**src/sv/affc_pkg.sv**
```systemverilog
// ----------------------------------------------------------------------------
// Adaptive flat-field correction - shared package
// Command codes, register indexes, fixed constants and sequencer states.
// ----------------------------------------------------------------------------
`default_nettype none

package affc_pkg;

    localparam logic [2:0] CMD_SAMPLE    = 3'd0;
    localparam logic [2:0] CMD_CORRECT   = 3'd1;
    localparam logic [2:0] CMD_WR_TABLE  = 3'd2;
    localparam logic [2:0] CMD_READ_HP   = 3'd3;
    localparam logic [2:0] CMD_PEAK      = 3'd4;

    localparam logic       REG_CORRECTION   = 1'b0;
    localparam logic       REG_COMPENSATION = 1'b1;

    localparam logic [8:0] HP_MARGIN  = 9'd5;
    localparam logic [7:0] HP_MIN     = 8'd28;
    localparam logic [7:0] FULL_SCALE = 8'd255;
    localparam int         AGE_INIT   = 3;

    typedef enum logic [3:0] {
        ST_CLEAR,
        ST_IDLE,
        ST_DECIDE,
        ST_SCAN,
        ST_DIV,
        ST_LOOKUP,
        ST_CORR,
        ST_OUT
    } state_t;

    typedef struct packed {
        logic busy;
        logic done;
    } div_status_t;

endpackage

`default_nettype wire

```
**src/sv/affc_divider.sv**
```systemverilog
// ----------------------------------------------------------------------------
// Adaptive flat-field correction - restoring divider
// One quotient bit per cycle, eight-bit quotient, most significant bit first.
// ----------------------------------------------------------------------------
`default_nettype none

module affc_divider (
    input  wire logic                 aclk,
    input  wire logic                 aresetn,
    input  wire logic                 start,
    input  wire logic [16:0]          numer,
    input  wire logic [8:0]           denom,
    output logic [7:0]                quot,
    output affc_pkg::div_status_t     status
);

    logic [16:0] rem_reg,  rem_next;
    logic [8:0]  den_reg,  den_next;
    logic [2:0]  bit_reg,  bit_next;
    logic [7:0]  quot_reg, quot_next;
    logic        busy_reg, busy_next;
    logic        done_reg, done_next;
    logic [16:0] shifted;

    always_comb begin
        shifted   = {8'd0, den_reg} << bit_reg;
        rem_next  = rem_reg;
        den_next  = den_reg;
        bit_next  = bit_reg;
        quot_next = quot_reg;
        busy_next = busy_reg;
        done_next = 1'b0;
        if (start) begin
            rem_next  = numer;
            den_next  = denom;
            bit_next  = 3'd7;
            quot_next = 8'd0;
            busy_next = 1'b1;
        end else if (busy_reg) begin
            if (rem_reg >= shifted) begin
                rem_next           = rem_reg - shifted;
                quot_next[bit_reg] = 1'b1;
            end
            bit_next = bit_reg - 3'd1;
            if (bit_reg == 3'd0) begin
                busy_next = 1'b0;
                done_next = 1'b1;
            end
        end
    end

    always_ff @(posedge aclk) begin
        if (!aresetn) begin
            busy_reg <= 1'b0;
            done_reg <= 1'b0;
        end else begin
            busy_reg <= busy_next;
            done_reg <= done_next;
        end
        rem_reg  <= rem_next;
        den_reg  <= den_next;
        bit_reg  <= bit_next;
        quot_reg <= quot_next;
    end

    assign quot        = quot_reg;
    assign status.busy = busy_reg;
    assign status.done = done_reg;

endmodule

`default_nettype wire

```
**config.mk**
```make
export PLATFORM = sky130hd
export DESIGN_NAME = affc_divider
export DESIGN_NICKNAME = d
export VERILOG_FILES = /design/src/sv/affc_pkg.sv /design/src/sv/affc_divider.sv
export SDC_FILE = /design/constraint.sdc
export NUM_CORES = 1
export LEC_CHECK = 0
export ABC_CLOCK_PERIOD_IN_PS = 6400
export CAP_MARGIN = 40
export CORE_MARGIN = 1
export CORE_UTILIZATION = 45
export CTS_BUF_LIST = sky130_fd_sc_hd__clkbuf_8
export DETAILED_ROUTE_END_ITERATION = 8
export DONT_BUFFER_PORTS = 1
export GPL_TIMING_DRIVEN = 0
export MAX_ROUTING_LAYER = met4
export PLACE_DENSITY = 0.66
export SLEW_MARGIN = 20
export SYNTH_ARGS = -nofsm -noshare
export SYNTH_HDL_FRONTEND = slang
export SYNTH_SLANG_ARGS = --single-unit
```
**constraint.sdc**
```tcl
create_clock -name aclk -period 6.4 [get_ports aclk]
set_input_delay 0.64 -clock aclk [delete_from_list [all_inputs] [get_ports aclk]]
set_output_delay 0.64 -clock aclk [all_outputs]
set_load 0.05 [all_outputs]
```
# ---- Word-level counts from Yosys, hierarchy flattened
# Index checks and enable logic that the tools add are counted.
dict set report totals {
  register_bits 39
  input_bits 29
  elab_cells 31
}
dict set report classes {
  addsub 2
  order_cmp 3
  shifts 1
  mux 9
  bitwise_logic 3
  reduce_logical 7
}
# op count
set op_table {}
lappend op_table {{$mux W17} 3}
lappend op_table {{$ge A17 B17 Y1} 1}
lappend op_table {{$shl A9 B3 Y17} 1}
lappend op_table {{$sub A17 B17 Y17} 1}
lappend op_table {{$or A8 B8 Y8} 1}
lappend op_table {{$mux W1} 5}
lappend op_table {{$lt A3 B4 Y1 const B} 1}
lappend op_table {{$reduce_and A2 Y1} 2}
lappend op_table {{$reduce_bool A2 Y1} 2}
lappend op_table {{$demux W1 S3} 1}
lappend op_table {{$ge A3 B1 Y1 const B} 1}
lappend op_table {{$logic_not A3 Y1} 1}
lappend op_table {{$reduce_or A3 Y1} 1}
lappend op_table {{$sub A3 B1 Y3 const B} 1}
lappend op_table {{$not A1 Y1} 2}
lappend op_table {{$logic_and A1 B1 Y1} 1}

# ---- Logic depth before layout (Yosys ltp)
# Gate-level depths: netlist (run 1).
dict set report logic_depth {
  word_depth 5
  ltp_mapped 13
  ltp_nobuf 11
}

# ---- Worst setup path before layout (run 1)
# OpenSTA, ideal clock, no wires.
dict set report synth_path {
  path_type {register -> register}
  startpoint {register bit_reg[1]}
  endpoint {register rem_reg[0], enable pin}
  setup_ns 0.425
  arrival_time_ns 2.739
  slack_ns 3.236
  path_stages_with_launch 13
  period_less_slack_ns 3.164
  cell_sequence {dfxtp_1 > clkbuf_1 > mux2_2 > nor2_1 > a21oi_1 > a22oi_1 > ha_1 > buf_2 > a21oi_1 > o21a_1 > o211ai_1 > nand2_1 > nand3_1}
}
dict set report synth_via {
  elab_chain_len 4
}
# item line_no
set synth_rtl {}
lappend synth_rtl {{start: declaration} affc_divider.sv:19} ;# logic [2:0] bit_reg, bit_next;
lappend synth_rtl {{start signal: assignment} affc_divider.sv:62} ;# bit_reg <= bit_next;
lappend synth_rtl {{$shl A9 B3 Y17} affc_divider.sv:26} ;# shifted = {8'd0, den_reg} << bit_reg;
lappend synth_rtl {{$ge A17 B17 Y1} affc_divider.sv:40} ;# if (rem_reg >= shifted) begin
lappend synth_rtl {{$reduce_bool A2 Y1 (no source line)} n/a}
lappend synth_rtl {{$reduce_and A2 Y1 (no source line)} n/a}
lappend synth_rtl {{end signal: assignment} affc_divider.sv:60} ;# rem_reg <= rem_next;
lappend synth_rtl {{end: declaration} affc_divider.sv:17} ;# logic [16:0] rem_reg, rem_next;
# Every way passes these cells.
# A chain may end at the register's enable or synchronous reset.

# ---- Worst setup path after layout (run 1)
dict set report layout_path {
  startpoint {register bit_reg[0]}
  endpoint {register rem_reg[9], enable pin}
}
# Same word-level chain as after synthesis.

==> results of run 1 <==
-- final cells by class --
class	instances	area, sq um
fill	592	2950
multi-input combinational	228	1590
sequential	39	1040
tap	75	93.8
buffer	18	78.8
clock buffer	5	68.8
clock inverter	3	43.8
inverter	11	41.3
timing repair buffer	1	11.3
-- synth_stat cells (all sizes together), types with 3 or more instances --
cell | count | share of area (%)
a21o | 6 | 1.6
buf | 9 | 1.6
nor3b | 3 | 0.82
and3 | 5 | 1.1
a32o | 6 | 2.4
ha | 18 | 8.2
mux2i | 12 | 4.4
nor2 | 19 | 2.6
clkbuf | 9 | 1.3
o211ai | 3 | 1.0
a211oi | 6 | 2.0
nor2b | 5 | 1.1
o21ai | 20 | 3.6
o21a | 4 | 1.1
mux2 | 4 | 1.6
edfxtp | 26 | 28
nand4 | 5 | 1.1
nand3 | 10 | 2.0
nand2 | 28 | 3.8
inv | 10 | 1.4
dfxtp | 13 | 9.5
nand2b | 6 | 1.4
nor3 | 8 | 1.5
a21oi | 22 | 4.1
xnor2 | 5 | 1.6
-- power groups by stage --
| stage | Clock [mW] | Sequential, mW | Combinational (mW) |
|---|---|---|---|
| global placement | 0 | 0.360 | 0.461 |
| finish | 0.214 | 0.357 | 0.482 |
| global route | 0.226 | 0.361 | 0.536 |
| floorplan | 0 | 0.353 | 0.379 |
| CTS | 0.218 | 0.357 | 0.476 |
| detailed placement | 0 | 0.361 | 0.474 |
-- path summary, 6_finish.rpt --
check,startpoint,to,slack [ps],cells past startpoint
setup reg to reg,bit_reg[0],rem_reg[9],2530,13
hold / removal,denom[4],den_reg[4],430,0
hold reg to reg,bit_reg[2],done_reg,710,2
setup / recovery,bit_reg[0],rem_reg[9],2530,13
-- worst max-delay path, delay by kind of cell (launching register included) --
kind	cells	cell delay, ps
DFF	1	320
and+or+nand+nor	3	750
adders and majority gates	1	280
AOI/OAI and AO/OA	5	1030
buffers and inverters	4	1250
-- routing by layer --
| layer | global-route usage, % | share of wire, % | vias to the layer above |
|---|---|---|---|
| li1 | - | - | 1134 |
| met1 | 28.8 | 47 | 1109 |
| met2 | 36.3 | 47 | 51 |
| met3 | 4.32 | 5.0 | 9 |
| met4 | 7.32 | 1.6 | 0 |
| met5 | - | 0 | - |
-- metrics by stage --
step	hold WS [ps]	worst slack, ps	power (mW)	cells	area [sq um]
2_1_floorplan	593	3240	0.732	296	2750
5_1_grt	419	2270	1.12	380	2970
3_3_place_gp	671	2340	0.821	371	2850
6_report	428	2530	1.05	380	2970
3_5_place_dp	667	2600	0.835	372	2860
4_1_cts	420	2570	1.05	380	2970
-- cell families (layout without fill, tap and decap cells) --
family / count (synthesis) / after routing / synth area share, %
compound gates: 88 / 88 / 22.8
xor+xnor: 6 / 6 / 1.91
fa+ha+maj: 19 / 19 / 8.91
buf+inv: 29 / 38 / 4.37
flops: 39 / 39 / 37.8
mux: 16 / 16 / 6.00
simple gates: 99 / 99 / 18.1
==> results.json, run 1 <==
{
  "layout_commonest_cell": "nand2_1",
  "crit_path_start_kind": "flip-flop",
  "rsz0062_at_grt": "false",
  "critPathSlowestCell": "clkinv_1",
  "grt_usage_pct": 22.7,
  "h-tree-depth": 2,
  "n_antenna_cell": 0,
  "drt_pass1_iterations": 4,
  "setup_viol": 0,
  "slew_violations": 0,
  "syn_nets": 344,
  "slew_headroom_pct": 61.6,
  "port_buffers": 0,
  "clockBufferDepth": 2,
  "dr_total_vias": 2303,
  "hold_viol": 0,
  "cts_buffers": 5,
  "dpl.hpwl_mm": 5.08,
  "clk_pin_slew_ps": 90,
  "start_util_pct": 46.5,
  "ys_warn_count": 0,
  "sw_frac_of_total_pct": 39.9,
  "final_cell_mix": "28 x nand2_1, 26 x edfxtp_1, 21 x a21oi_1, 19 x nor2_1",
  "antenna_found_initial": 0,
  "path_common_cell": "a21oi_1",
  "fmax_ghz": 0.258,
  "status": "complete, no violations",
  "via_per_inst": 6.06,
  "largest_reg_flops": 17,
  "area_delta_synth_final_pct": 7.91,
  "comb_power_share_pct": 45.8,
  "postCtsSetupRepairBufs": 0,
  "path_class": "flip-flop to flip-flop",
  "ant_nets": 0,
  "seq_area_frac_synth_pct": 37.8,
  "synth_cell_types": 62,
  "setup_tns_ps": 0,
  "crit_chain": "clkbuf_1, clkinv_1, nor2_1, a21oi_1, a22oi_1, ha_1, buf_2, a21oi_1, o21a_1, o211ai_1, nand2_1, nand3_1, buf_6",
  "syn-mean-instance-area_sq_um": 9.30,
  "cp.arrival_ps": 3940,
  "synth_edf_count": 26,
  "p_int_mw": 0.633,
  "core_sq_um": 5920,
  "first_global_vias": 2183,
  "power.leakage_nw": 1.24,
  "synthArstFlopShare_pct": 0,
  "dr.first_iter.drc_count": 118,
  "worst_slew_pin_slew_ps": 576,
  "gr-total-overflow": 0,
  "cts_root_buf": "clkbuf_8",
  "rows": 28,
  "p_clk_share_pct": 20.3,
  "dieWidth_um": 80.2,
  "finalCritPeriodShare_pct": 60.5,
  "nets": 352,
  "gp_routability_congestion": 0.926,
  "period_minus_slack_ps": 3870,
  "synthFlopType": "edfxtp_1",
  "grt_pass1_wl_mm": 10.7,
  "cts_resized": 0,
  "max_stage_delay_ps": 390,
  "io_pins": 39,
  "grt_max_degree": 15,
  "die_h_um": 80.2,
  "powerDensity_nw_per_um2": 355,
  "worstPathMaxFanout": 10,
  "wl_mm": 6.76,
  "synth_cells": 296,
  "clkSinkCount": 39,
  "cts_hold_buf": 0,
  "ys_seq_elements": 39,
  "seq_power_share_pct": 33.9,
  "switching_power_mw": 0.420,
  "netlist_area_sq_um": 2750,
  "cp.required_ps": 6470,
  "routedWlPerCell_um": 17.8,
  "hp-class": "primary input to flip-flop",
  "ir_drop_uv": 168,
  "clk_latency_ps": 300,
  "skew_ps": 11.0,
  "cts_tree": "done",
  "end_kind": "flip-flop",
  "drv_cap": 0,
  "post-route-drc-count": 0,
  "layout-drive-gt1-share_pct": 9.84,
  "fin_util_pct": 50.1,
  "die_area_sq_um": 6430
}
(Power assumes the default switching activity.)
==> run 2: changes to the inputs <==
--- a/config.mk
+++ b/config.mk
@@ -5,7 +5,8 @@
 export SDC_FILE = /design/constraint.sdc
 export NUM_CORES = 1
 export LEC_CHECK = 0
-export ABC_CLOCK_PERIOD_IN_PS = 6400
+export ABC_AREA = 1
+export ABC_CLOCK_PERIOD_IN_PS = 4040
 export CAP_MARGIN = 40
 export CORE_MARGIN = 1
 export CORE_UTILIZATION = 45
==> constraint.sdc (replaced) <==
create_clock -name aclk -period 4.04 [get_ports aclk]
set_input_delay 0.404 -clock aclk [delete_from_list [all_inputs] [get_ports aclk]]
set_output_delay 0.404 -clock aclk [all_outputs]
set_load 0.05 [all_outputs]
==> results.json, run 2 <==
{
  "die_area_sq_um": 6460,
  "layout_commonest_cell": "nand2_1",
  "gr-total-overflow": 0,
  "max_stage_delay_ps": 420,
  "n_antenna_cell": 0,
  "syn_nets": 432,
  "clk_latency_ps": 300,
  "post-synth-top-area-cell": "edfxtp_1",
  "synth_cell_types": 33,
  "postCtsSetupRepairBufs": 0,
  "grt_usage_pct": 21.9,
  "setup_tns_ps": 0,
  "cts_root_buf": "clkbuf_8",
  "ir_drop_uv": 216,
  "start_util_pct": 46.7,
  "synthTopCellsByArea": "edfxtp_1 28%, nand2_1 17%, dfxtp_1 9.4%",
  "drt_pass1_iterations": 4,
  "path_buf_inv": 3,
  "slew_headroom_pct": 56.7,
  "sw_frac_of_total_pct": 41.6,
  "rr_endpoint": "rem_reg[4]",
  "layout-drive-gt1-share_pct": 8.65,
  "synthFlopType": "edfxtp_1",
  "final_area_sq_um": 2960,
  "clockBufferDepth": 2,
  "rsz0062_at_grt": "false",
  "path_class": "flip-flop to flip-flop",
  "rr_worst_depth": 15,
  "synth_common_cells": "125 x nand2_1, 37 x inv_1, 29 x nand3_1",
  "routedWlPerCell_um": 13.7,
  "final_cell_mix": "125 x nand2_1, 37 x inv_1, 29 x nand3_1, 27 x o21ai_0, 26 x edfxtp_1",
  "cp_top_family": "simple AND/OR/NAND/NOR gates",
  "synthArstFlopShare_pct": 0,
  "port_buffers": 0,
  "ant_nets": 0,
  "finalCritPeriodShare_pct": 77.9,
  "hp-start": "denom[0]",
  "cp.arrival_ps": 3210,
  "fin_util_pct": 50.0,
  "critPathSlowestCell": "dfxtp_1",
  "synth_top_family_by_area": "simple AND/OR/NAND/NOR gates",
  "largest_reg_flops": 17,
  "h-tree-depth": 2,
  "synth_edf_count": 26,
  "period_minus_slack_ps": 3150,
  "skew_ps": 9.81,
  "drv_cap": 0,
  "power.leakage_nw": 1.31,
  "hp-class": "primary input to flip-flop",
  "p_clk_share_pct": 18.2,
  "hold_viol": 0,
  "switching_power_mw": 0.624,
  "clkSinkCount": 39,
  "first_global_vias": 2177,
  "fmax_ghz": 0.318,
  "status": "complete, no violations",
  "placedInstanceArea_sq_um": 2860,
  "cts_hold_buf": 0,
  "cts_buffers": 5,
  "fillers": 618,
  "hold_depth": 0,
  "grt_pass1_wl_mm": 10.3,
  "p_int_mw": 0.875,
  "io_pins": 39,
  "rr_startpoint": "bit_reg[0]",
  "worstPathMaxFanout": 12,
  "dieWidth_um": 80.4,
  "synthSimpleGateAreaFrac_pct": 32.9,
  "worst_slew_pin_slew_ps": 649,
  "place_inst": 459,
  "rrSetupSlack_ps": 890,
  "synth_most_common_cell": "nand2_1",
  "path_common_cell": "nand2_1",
  "synthXorXnorAreaFrac_pct": 1.27,
  "cts_tree": "done",
  "dr_total_vias": 2419,
  "cp.required_ps": 4100,
  "crit_chain": "buf_2, nand2_1, o21ai_0, o21ai_0, o21ai_0, ha_1, nand2_2, inv_1, a21oi_1, nand3_2, nand2_1, nand2_4, nand2_1, nand2_1, buf_8",
  "area_delta_synth_final_pct": 7.15,
  "end_kind": "flip-flop",
  "dpl.hpwl_mm": 5.03,
  "ys_warn_count": 0,
  "wl_mm": 6.40,
  "min_to": "den_reg[0]",
  "synth_cells": 384,
  "powerDensity_nw_per_um2": 506,
  "slew_violations": 0,
  "clk_pin_slew_ps": 80,
  "cts_resized": 0,
  "seq_power_share_pct": 36.0,
  "synth_compound_area_share_pct": 11.3,
  "ys_seq_elements": 39,
  "netlist_area_sq_um": 2760,
  "setup_viol": 0,
  "die_h_um": 80.4,
  "crit_path_start_kind": "flip-flop",
  "nets": 440,
  "syn-mean-instance-area_sq_um": 7.20,
  "comb_power_share_pct": 45.8,
  "synthMuxAreaShare_pct": 0.362,
  "antenna_found_initial": 0,
  "via_per_inst": 5.17,
  "core_sq_um": 5920,
  "dr.first_iter.drc_count": 139,
  "post-route-drc-count": 0,
  "seq_area_frac_synth_pct": 37.7,
  "fin_cells": 468,
  "gp_routability_congestion": 0.872,
  "grt_max_degree": 18,
  "synthAdderAreaFrac_pct": 8.87,
  "rows": 28,
  "netlist.area_leader.share_pct": 28.2
}
run 2: changes by cell type after synthesis, sizes merged, moves of 6 or more:
cell	change
a211oi	-6
mux2i	-11
a32o	-6
nand2b	-6
nor2	+11
nand3b	+7
inv	+28
nand2	+104
nand3	+20
o21ai	+9
run 2: cell families (layout without fill, tap and decap cells):
family | Yosys count | count (layout)
xor+xnor | 4 | 4
buf+inv | 53 | 62
fa+ha+maj | 19 | 19
simple gates | 208 | 208
mux | 1 | 1
compound gates | 60 | 60
flops | 39 | 39
run 2: power by group through the flow:
stage	Clock, mW	Sequential, mW	Combinational [mW]
floorplan	0	0.535	0.551
global placement	0	0.548	0.674
detailed placement	0	0.549	0.679
CTS	0.284	0.540	0.686
global route	0.293	0.544	0.788
finish	0.273	0.539	0.687
run 2: layout make-up:
type	count	area (sq um)	area share [%]
clock buffer	5	68.8	2.32
clock inverter	3	20.0	0.676
tap	75	93.8	3.17
multi-input combinational	292	1510	51.0
buffer	13	62.6	2.11
inverter	40	150	5.07
sequential	39	1040	35.2
timing repair buffer	1	15.0	0.507
run 2: per-stage QoR:
stage	total power, mW	setup WS [ps]	hold WS, ps
2_1_floorplan	1.09	1270	481
3_3_place_gp	1.22	662	503
3_5_place_dp	1.23	661	503
5_1_grt	1.62	578	186
6_report	1.50	893	201
4_1_cts	1.51	665	190
run 2: routing by layer:
metal	wire length, um	global-route usage, %
met1	3100	29.4
met2	2880	33.8
met3	332	3.52
met4	87	6.61
met5	0	-
run 2: how the worst max path moves through the flow:
stage / start / end / slack (ps) / cells after the start
2_1_floorplan: bit_reg[1] / rem_reg[0] / 1270 / 16
3_3_place_gp: bit_reg[1] / rem_reg[4] / 660 / 17
3_5_place_dp: bit_reg[0] / rem_reg[5] / 660 / 16
4_1_cts: bit_reg[0] / rem_reg[5] / 670 / 17
5_1_grt: bit_reg[0] / rem_reg[14] / 580 / 17
6_report: bit_reg[0] / rem_reg[4] / 890 / 15
